### src/sv/loc_pkg.sv
`timescale 1ns / 1ps

package loc_pkg;

	localparam int unsigned MUL_W  = 30;
	localparam int unsigned PROD_W = 2 * MUL_W;

	localparam logic [6:0] FULL_TRANSPARENCY = 7'd100;
	localparam logic [7:0] CHANNEL_MAX       = 8'd255;
	localparam logic [9:0] SUM_MAX           = 10'd1023;

	// floor(x / 10000) = (x * REM_RECIP) >> REM_SHIFT, exact for x < 2^21
	localparam logic [MUL_W-1:0] REM_RECIP = MUL_W'(3435974);
	localparam int unsigned      REM_SHIFT = 35;

	// floor(x / 1000000) = (x * COL_RECIP) >> COL_SHIFT, exact for x < 2^29
	localparam logic [MUL_W-1:0] COL_RECIP = MUL_W'(562949954);
	localparam int unsigned      COL_SHIFT = 49;

	// floor(x / 100) = (x * WHT_RECIP) >> WHT_SHIFT, exact for x < 2^15
	localparam logic [MUL_W-1:0] WHT_RECIP = MUL_W'(41944);
	localparam int unsigned      WHT_SHIFT = 22;

	typedef struct packed {
		logic       valid;
		logic [7:0] red;
		logic [7:0] green;
		logic [7:0] blue;
	} res_t;

endpackage

### src/sv/loc_mul.sv
`timescale 1ns / 1ps

module loc_mul (
	input  logic                       clk,
	input  logic [loc_pkg::MUL_W-1:0]  mul_a,
	input  logic [loc_pkg::MUL_W-1:0]  mul_b,
	output logic [loc_pkg::PROD_W-1:0] prod_q
);
	import loc_pkg::*;

	always_ff @(posedge clk) begin
		prod_q <= mul_a * mul_b;
	end

endmodule

### src/sv/loc_core.sv
`timescale 1ns / 1ps

module loc_core (
	input  logic              clk,
	input  logic              arst_n,
	input  logic              req_valid,
	output logic              req_stall,
	input  logic [7:0]        red_in,
	input  logic [7:0]        green_in,
	input  logic [7:0]        blue_in,
	input  logic [6:0]        alpha_pct,
	input  logic [6:0]        layer_opacity,
	input  logic              layer_included,
	input  logic              last_layer,
	input  logic              res_ready,
	output loc_pkg::res_t     res
);
	import loc_pkg::*;

	typedef enum logic [12:0] {
		ST_IDLE  = 13'b0000000000001,
		ST_MPA   = 13'b0000000000010,
		ST_MPR   = 13'b0000000000100,
		ST_MDROP = 13'b0000000001000,
		ST_MCR   = 13'b0000000010000,
		ST_DR    = 13'b0000000100000,
		ST_MCG   = 13'b0000001000000,
		ST_DG    = 13'b0000010000000,
		ST_MCB   = 13'b0000100000000,
		ST_DB    = 13'b0001000000000,
		ST_FIN   = 13'b0010000000000,
		ST_WHT   = 13'b0100000000000,
		ST_WDN   = 13'b1000000000000
	} state_t;

	state_t            state_q, state_d;
	logic [7:0]        red_q, green_q, blue_q;
	logic [6:0]        alpha_q, opac_q;
	logic              last_q;
	logic [6:0]        rem_q;
	logic [9:0]        sum_red_q, sum_green_q, sum_blue_q;
	logic [20:0]       contrib_q;
	logic [MUL_W-1:0]  mul_a, mul_b;
	logic [PROD_W-1:0] prod_q;
	logic [9:0]        col_q;
	logic [7:0]        drop;
	logic [7:0]        white;
	logic [14:0]       rem_x255;
	logic              accept;

	function automatic logic [9:0] add_sat(input logic [9:0] acc, input logic [9:0] add);
		logic [10:0] s;
		s = {1'b0, acc} + {1'b0, add};
		return (s > {1'b0, SUM_MAX}) ? SUM_MAX : s[9:0];
	endfunction

	function automatic logic [7:0] sat_chan(input logic [9:0] s, input logic [7:0] w);
		logic [10:0] t;
		t = {1'b0, s} + {3'b000, w};
		return (t > {3'b000, CHANNEL_MAX}) ? CHANNEL_MAX : t[7:0];
	endfunction

	loc_mul u_mul (
		.clk    (clk),
		.mul_a  (mul_a),
		.mul_b  (mul_b),
		.prod_q (prod_q)
	);

	assign req_stall = (state_q != ST_IDLE);
	assign accept    = req_valid && !req_stall;
	assign col_q     = prod_q[COL_SHIFT +: 10];
	assign drop      = prod_q[REM_SHIFT +: 8];
	assign white     = prod_q[WHT_SHIFT +: 8];
	assign rem_x255  = {rem_q, 8'd0} - {8'd0, rem_q};

	always_comb begin
		mul_a   = '0;
		mul_b   = '0;
		state_d = state_q;
		unique case (state_q)
			ST_IDLE: begin
				if (accept) begin
					if (layer_included && (rem_q != '0)) state_d = ST_MPA;
					else if (last_layer)                 state_d = ST_WHT;
				end
			end
			ST_MPA: begin
				mul_a   = MUL_W'(opac_q);
				mul_b   = MUL_W'(alpha_q);
				state_d = ST_MPR;
			end
			ST_MPR: begin
				mul_a   = MUL_W'(prod_q[13:0]);
				mul_b   = MUL_W'(rem_q);
				state_d = ST_MDROP;
			end
			ST_MDROP: begin
				mul_a   = MUL_W'(prod_q[20:0]);
				mul_b   = REM_RECIP;
				state_d = ST_MCR;
			end
			ST_MCR: begin
				mul_a   = MUL_W'(red_q);
				mul_b   = MUL_W'(contrib_q);
				state_d = ST_DR;
			end
			ST_DR: begin
				mul_a   = MUL_W'(prod_q[28:0]);
				mul_b   = COL_RECIP;
				state_d = ST_MCG;
			end
			ST_MCG: begin
				mul_a   = MUL_W'(green_q);
				mul_b   = MUL_W'(contrib_q);
				state_d = ST_DG;
			end
			ST_DG: begin
				mul_a   = MUL_W'(prod_q[28:0]);
				mul_b   = COL_RECIP;
				state_d = ST_MCB;
			end
			ST_MCB: begin
				mul_a   = MUL_W'(blue_q);
				mul_b   = MUL_W'(contrib_q);
				state_d = ST_DB;
			end
			ST_DB: begin
				mul_a   = MUL_W'(prod_q[28:0]);
				mul_b   = COL_RECIP;
				state_d = ST_FIN;
			end
			ST_FIN: begin
				state_d = last_q ? ST_WHT : ST_IDLE;
			end
			ST_WHT: begin
				mul_a   = MUL_W'(rem_x255);
				mul_b   = WHT_RECIP;
				state_d = ST_WDN;
			end
			ST_WDN: begin
				mul_a   = MUL_W'(rem_x255);
				mul_b   = WHT_RECIP;
				if (res_ready) state_d = ST_IDLE;
			end
			default: begin
				state_d = ST_IDLE;
			end
		endcase
	end

	always_comb begin
		res.valid = (state_q == ST_WDN) && res_ready;
		res.red   = sat_chan(sum_red_q, white);
		res.green = sat_chan(sum_green_q, white);
		res.blue  = sat_chan(sum_blue_q, white);
	end

	always_ff @(posedge clk or negedge arst_n) begin
		if (!arst_n) begin
			state_q     <= ST_IDLE;
			rem_q       <= FULL_TRANSPARENCY;
			sum_red_q   <= '0;
			sum_green_q <= '0;
			sum_blue_q  <= '0;
		end else begin
			state_q <= state_d;
			unique case (state_q)
				ST_MCR: begin
					rem_q <= (drop >= {1'b0, rem_q}) ? '0 : rem_q - drop[6:0];
				end
				ST_MCG: begin
					sum_red_q <= add_sat(sum_red_q, col_q);
				end
				ST_MCB: begin
					sum_green_q <= add_sat(sum_green_q, col_q);
				end
				ST_FIN: begin
					sum_blue_q <= add_sat(sum_blue_q, col_q);
				end
				ST_WDN: begin
					if (res_ready) begin
						rem_q       <= FULL_TRANSPARENCY;
						sum_red_q   <= '0;
						sum_green_q <= '0;
						sum_blue_q  <= '0;
					end
				end
				default: begin
				end
			endcase
		end
	end

	always_ff @(posedge clk) begin
		if (accept) begin
			red_q   <= red_in;
			green_q <= green_in;
			blue_q  <= blue_in;
			alpha_q <= alpha_pct;
			opac_q  <= layer_opacity;
			last_q  <= last_layer;
		end
		if (state_q == ST_MDROP) contrib_q <= prod_q[20:0];
	end

endmodule

### src/sv/layer_opacity_compositor_unit.sv
`timescale 1ns / 1ps

// Front-to-back compositor for one output pixel: feed the layer samples of a
// pixel front layer first and mark the last one; a single RGB result comes out
// per pixel, with white filling the transparency left over. All arithmetic runs
// through one shared registered 30x30 multiplier, with the divisions done as
// reciprocal multiplies. An included sample with transparency left occupies the
// block for opacity x alpha, x transparency left, the drop division, and a
// multiply and divide per colour; others do not stall. A sample marked last
// adds the white fill, longer if the previous pixel still waits in the output
// register. The input stalls while a sample is being worked on.
module layer_opacity_compositor_unit (
	input  logic       clk,
	input  logic       arst_n,
	input  logic       in_valid,
	output logic       in_stall,
	input  logic [7:0] red_in,
	input  logic [7:0] green_in,
	input  logic [7:0] blue_in,
	input  logic [6:0] alpha_pct,
	input  logic [6:0] layer_opacity,
	input  logic       layer_included,
	input  logic       last_layer,
	output logic       out_valid,
	input  logic       out_stall,
	output logic [7:0] red_out,
	output logic [7:0] green_out,
	output logic [7:0] blue_out
);
	import loc_pkg::*;

	res_t res;
	logic res_ready;
	logic out_valid_q;
	logic [7:0] red_q, green_q, blue_q;

	assign res_ready = !out_valid_q || !out_stall;

	loc_core u_core (
		.clk            (clk),
		.arst_n         (arst_n),
		.req_valid      (in_valid),
		.req_stall      (in_stall),
		.red_in         (red_in),
		.green_in       (green_in),
		.blue_in        (blue_in),
		.alpha_pct      (alpha_pct),
		.layer_opacity  (layer_opacity),
		.layer_included (layer_included),
		.last_layer     (last_layer),
		.res_ready      (res_ready),
		.res            (res)
	);

	always_ff @(posedge clk or negedge arst_n) begin
		if (!arst_n) begin
			out_valid_q <= 1'b0;
		end else if (res_ready) begin
			out_valid_q <= res.valid;
		end
	end

	always_ff @(posedge clk) begin
		if (res.valid) begin
			red_q   <= res.red;
			green_q <= res.green;
			blue_q  <= res.blue;
		end
	end

	assign out_valid = out_valid_q;
	assign red_out   = red_q;
	assign green_out = green_q;
	assign blue_out  = blue_q;

endmodule

### config.mk
export PLATFORM = sky130hd
export DESIGN_NAME = layer_opacity_compositor_unit
export DESIGN_NICKNAME = d
export VERILOG_FILES = /design/src/sv/loc_pkg.sv /design/src/sv/loc_mul.sv /design/src/sv/loc_core.sv /design/src/sv/layer_opacity_compositor_unit.sv
export SDC_FILE = /design/constraint.sdc
export NUM_CORES = 2
export LEC_CHECK = 0
export ABC_AREA = 1
export BUFFER_PORTS_ARGS = -buffer_cell sky130_fd_sc_hd__buf_2
export CAP_MARGIN = 20
export CORE_ASPECT_RATIO = 1.75
export CORE_MARGIN = 4
export CORE_UTILIZATION = 39
export CTS_BUF_LIST = sky130_fd_sc_hd__clkbuf_8
export DETAILED_ROUTE_END_ITERATION = 8
export PLACE_DENSITY = 0.62
export REMOVE_ABC_BUFFERS = 1
export SETUP_SLACK_MARGIN = 0.05
export SYNTH_ARGS = -nofsm -noshare
export SYNTH_HDL_FRONTEND = slang
export SYNTH_SLANG_ARGS = --single-unit
### constraint.sdc
create_clock -name clk -period 10.3 [get_ports clk]
set_input_delay 1.545 -clock clk [delete_from_list [all_inputs] [get_ports clk]]
set_output_delay 1.545 -clock clk [all_outputs]
set_load 0.01 [all_outputs]
Word level (Yosys, flattened, before mapping)

Index checks and enable logic that the tools add are counted.

Bits in registers: 194
Bits in latches: 0
Memory bits (writable): 0
Memory bits (read-only): 0
Input bits: 44
Output and inout bits: 26
Word-level logic and storage cells: 88
Memories kept: 0

Add/subtract/negate cells: 8
Multiply operators: 1
Div/mod/pow operators: 0
Order comparisons: 7
Equality and inequality tests: 17
Shift-type cells: 0
Multiplexer cells: 18
Bitwise operators: 0
Reductions and logical operators: 20

Operators with widths:

| cell                 | number |
|---|---|
| $pmux 29 s8          | 1 |
| $pmux 30 s6          | 1 |
| $pmux 13 s13         | 1 |
| $pmux 10 s2          | 3 |
| $mul 29x30->59       | 1 |
| $mux 13              | 4 |
| $mux 10              | 4 |
| $add 10x10->11       | 3 |
| $add 10x8->11        | 3 |
| $gt 11x10->1 const B | 3 |
| $gt 11x8->1 const B  | 3 |
| $sub 15x7->15        | 1 |
| $mux 7               | 2 |
| $pmux 7 s2           | 1 |
| $eq 13x1->1 const B  | 1 |
| $eq 13x10->1 const B | 1 |
| $eq 13x11->1 const B | 1 |
| $eq 13x12->1 const B | 1 |
| $eq 13x13->1 const B | 1 |
| $eq 13x2->1 const B  | 1 |
| $eq 13x3->1 const B  | 1 |
| $eq 13x4->1 const B  | 1 |
| $eq 13x5->1 const B  | 1 |
| $eq 13x6->1 const B  | 1 |
| other kinds (18)     | 30 |

Logic depth before layout (Yosys ltp)

Depth after elaboration: 5
Mapped depth: 42
Gate-level depth less buffers: 41

Modules after synthesis

From an unflattened synthesis, not the netlist that was laid out.

Cells, all modules: 5728
Area, all modules: 42722.2 um^2

By module, submodules not included:

| module                        | instances | cells each | area an instance (um^2) | sequential area each (um^2) |
|---|---|---|---|---|
| loc_mul                       | 1         | 4565       | 33469.6                 | 1201.2 |
| loc_core                      | 1         | 1135       | 8490.6                  | 3057.9 |
| layer_opacity_compositor_unit | 1         | 28         | 762.0                   | 745.7 |

Least setup slack after synthesis

Ideal clock, no wire load.

Path type: reg-to-reg
From: register u_core.state_q[0]
To: register u_core.u_mul.prod_q[29] (netlist name)
Library setup time: 0.072 ns
Arrival: 7.193 ns
Required time: 10.228 ns
Path slack: 3.035 ns
Stages on the path, launching flop included: 36
Buffers on the path: 2
Period minus slack after synthesis: 7.265 ns
Cells stage by stage: dfstp_2 nor2_1 nand2_2 inv_2 nand3_1 nand3_4 nor2_2 buf_6 nor2_1 nor2_1 buf_2 nor2_1 fa_1 fa_1 fa_1 inv_1 fa_1 inv_1 fa_1 inv_1 fa_1 inv_1 fa_1 inv_1 fa_1 inv_1 ha_1 nand2_1 nor2_1 nand2_1 nor2_1 nand2_1 nand3_1 nand2_1 nand2_1 xor2_1

Cells in the longest elaborated chain, start to end: 4
Elaborated cells between the ends (all ways): 17
Those cells by class: mul: 1; eq/ne: 11; mux: 2; reduce/logical: 3

Ends and longest elaborated chain:

| what                                                                | line            | text |
|---|---|---|
| start: declaration                                                  | loc_core.sv:36  | `state_t state_q, state_d;` |
| start signal: assignment                                            | loc_core.sv:167 | `state_q <= state_d;` |
| $eq 13x6->1 (tied with other cells)                                 | loc_core.sv:81  | `unique case (state_q)` |
| $reduce_or 3->1 (no source line) or $reduce_or 2->1 (tied branches) | --              |  |
| $pmux 29 s8 or $pmux 30 s6 (tied branches)                          | loc_core.sv:81  |  |
| $mul 29x30->59 (*)                                                  | loc_mul.sv:12   | `prod_q <= mul_a * mul_b;` |
| end signal: assignment                                              | loc_mul.sv:12   |  |
| end: declaration                                                    | loc_mul.sv:7    | `output logic [loc_pkg::PROD_W-1:0] prod_q` |

Every way passes the cells marked *; elsewhere a longest branch is shown, timed or not.
A chain may end at the register's enable or synchronous reset.

Worst setup path in the final report

From: register u_core.state_q[0]
To: register u_core.u_mul.prod_q[40] (netlist name)

The elaborated chain is that of the path after synthesis.

==> impl_metrics.py <==
metrics = {
    "routing": {
        "firstDrtPassIters": 6,
        "viasPerCell": 4.89,
        "drt_iter0_markers": 1291,
        "drt-total-wl_mm": 112,
        "wl_per_cell_um": 20.2,
        "vias": 27082,
        "antenna_left": 0,
        "drcViolationCount": 0,
    },
    "yosys": {
        "yosysTopAreaCellShare_pct": 35.9,
        "avgSynthCellArea_um2": 8.22,
        "synthTopCellsByArea": "fa_1 36%, ha_1 13%, inv_1 13%, nand2_1 10%, edfxtp_1 7.4%",
        "synth_edf_count": 84,
        "yosys.area.top_type": "fa_1",
        "synth_cells": 4173,
        "yosysWarnings": 0,
        "syn_area_mm2": 0.0343,
        "ys_ff_latch": 183,
        "ys_async_sr_fraction_pct": 27.9,
        "synthDistinctLibCells": 49,
        "ys_seq_area_share_pct": 13.9,
        "synthFlopType": "edfxtp_1",
    },
    "global_routing": {
        "grt_use_total_pct": 24.8,
        "antenna_found_initial": 1,
        "grt_max_degree": 78,
        "grt_pass1_vias": 29973,
        "overflow": 0,
        "grt_pass1_wl_mm": 172,
    },
    "pwr": {
        "leakage_nw": 21.1,
        "power.total_mw": 6.78,
        "ir_worst_vdd_uv": 285,
        "p_per_area_mw_per_mm2": 183,
    },
    "clocking": {
        "cts_buffers": 17,
        "cts.htree.levels": 4,
        "ctsHoldBuffers": 0,
        "clkTransAtPathRegs_ns": 0.13,
        "worstSkewPairLatency_ns": 0.57,
        "root_buffer": "clkbuf_8",
        "cts-resized-gates": 0,
        "clock_path_buffers": 2,
        "clock-sinks": 183,
        "tritoncts": "yes",
        "post_cts_buffers": 0,
    },
    "die": {
        "initial_utilization_pct": 39.4,
        "die_w_um": 232,
        "core_area_mm2": 0.0871,
        "placementRows": 143,
        "pin_count": 70,
        "die-area_mm2": 0.0930,
        "die_h_um": 400,
    },
    "placement": {
        "gp_congestion": 1.03,
        "hpwlAfterDp_mm": 96.4,
        "portBuffers": 69,
        "pre_cts_ws_ns": 1.16,
    },
    "worst_setup_path": {
        "startpoint": "u_core.state_q[0]",
        "cp_data_required_time_ns": 10.81,
        "cp_slowest_cell": "nand2_1",
        "path_max_fanout": 14,
        "max_stage_delay_ns": 0.65,
        "start_kind": "flip-flop",
        "end_kind": "flip-flop",
        "worstPathArrival_ns": 9.81,
        "crit_type": "reg -> reg",
        "crit_top_cell": "nand2_1",
        "worstReg2RegStart": "u_core.state_q[0]",
    },
    "sta": {
        "skew_ns": 0.0287,
        "fin_ws_ns": 1.00,
        "worst_hold_slack_ns": 0.444,
        "setup-violations-final": 0,
        "max_freq_mhz": 108,
        "final.setup.tns_ns": 0,
        "fin_crit_sh_pct": 90.3,
        "min_period_ns": 9.30,
        "tightest_slew_ns": 1.17,
        "relSlewSlack_pct": 21.8,
        "hold_viol": 0,
        "rsz0062_at_grt": "no",
        "maxSlewViolCount": 0,
    },
    "finish": {
        "final_common_cell": "inv_1",
        "drive_gt1_share_pct": 4.93,
        "num-fill-cells": 8820,
        "syn_to_final_growth_pct": 7.79,
        "multiInputGateArea_mm2": 0.0253,
        "final_cell_mix": "1168 x inv_1, 920 x nand2_1, 615 x fa_1",
        "nets": 5386,
        "regArea_mm2": 0.00476,
    },
    "run_status": {
        "status": "finished clean",
    },
    "hold_path": {
        "hp-class": "reg -> reg",
        "worstHoldStart": "u_core.u_mul.prod_q[2]",
    },
    "flow_run": {
        "cap_violations": 0,
    },
}
per-stage QoR:
step           std cells  area, um2  utilization [%]
6_report            5540      37000             42.4
5_1_grt             5540      37000             42.4
4_1_cts             5539      37000             42.4
3_5_place_dp        5507      36600             42.0
3_3_place_gp        5507      36600             42.0
2_1_floorplan       4241      34500                -
state kept, by name, indices dropped and copies added, names as in the netlist:
register	count
u_core.opac_q	7
red_out	8
u_core.u_mul.prod_q	48
green_out	8
u_core.contrib_q	21
u_core.state_q	13
u_core.last_q	1
u_core.blue_q	8
u_core.alpha_q	7
u_core.sum_green_q	10
blue_out	8
u_core.sum_red_q	10
u_core.rem_q	7
out_valid	1
u_core.sum_blue_q	10
u_core.red_q	8
u_core.green_q	8
critical path: cells and delay by family, from the launching register on:
kind / cells / cell delay [ns]
adders and majority gates: 9 / 4.33
buffers and inverters: 8 / 0.64
DFF: 1 / 0.39
and+or+nand+nor: 17 / 3.70
xor gates and xnor gates: 1 / 0.14
Yosys cell counts (2+ instances only):
cell         n
nor2_2      15
nor3_1      20
or2_2        6
o21a_1       6
dfxtp_1     48
a31oi_1      5
nor2_1     286
nand3_2      3
o211ai_1     3
o21ai_0     60
dfrtp_1     47
ha_1       361
nor2_4       8
buf_2       32
nand2_2     11
nand4_1     27
nand3b_1    11
clkbuf_1    18
o21bai_1    14
fa_1       615
o21ai_2      2
nand2_1    920
o21ai_4      2
buf_6        2
buf_4        9
inv_2       18
a21o_1       9
and2_1       4
conb_1       2
xnor2_1     23
a21oi_2      3
edfxtp_1    84
inv_1     1168
nor3b_1      2
o31ai_1      4
a21oi_1    115
dfstp_2      4
nand3_1    152
xor2_1      44
cells by family after synthesis:
logic type | after synthesis | synth area share [%]
and+or+nand+nor | 1470 | 17.7
buffers and inverters | 1249 | 13.9
other | 2 | 0.0219
adders and majority gates | 976 | 49.1
AOI/OAI and AO/OA | 226 | 3.74
DFF | 183 | 13.9
xor gates and xnor gates | 67 | 1.71
report_power, final:
part	switching, mW	internal (mW)	total (mW)
Clock	0.337	0.204	0.541
Sequential	0.245	1.02	1.26
Combinational	3.29	1.69	4.98
path summary, 6_finish.rpt:
check	slack [ns]	to	cells past startpoint
min in group asynchronous	1.11	u_core.sum_green_q[7]	2
worst min-delay path	0.44	u_core.contrib_q[2]	0
worst max register to register	1.0	u_core.u_mul.prod_q[40]	35
max in group asynchronous	8.63	u_core.sum_red_q[9]	2
worst max-delay path	1.0	u_core.u_mul.prod_q[40]	35
worst min register to register	0.44	u_core.contrib_q[2]	0
final cells by class:
class / count / share of cell area, %
clock buffer: 17 / 0.633
antenna: 1 / 0.00677
inverter: 1187 / 12.0
timing repair buffer: 106 / 1.69
sequential: 183 / 12.9
clock inverter: 15 / 0.494
tap: 1160 / 3.93
multi-input combinational: 2871 / 68.3
metal layers:
layer	up-vias	routed length (um)	share of wire, %	track usage (%)
met5	-	0	0	0
met4	0	14200	13	23.8
met3	424	3710	3.3	2.63
met2	786	59300	53	46.2
met1	13334	34800	31	22.8
li1	12538	-	-	-
(Power assumes the default switching activity.)
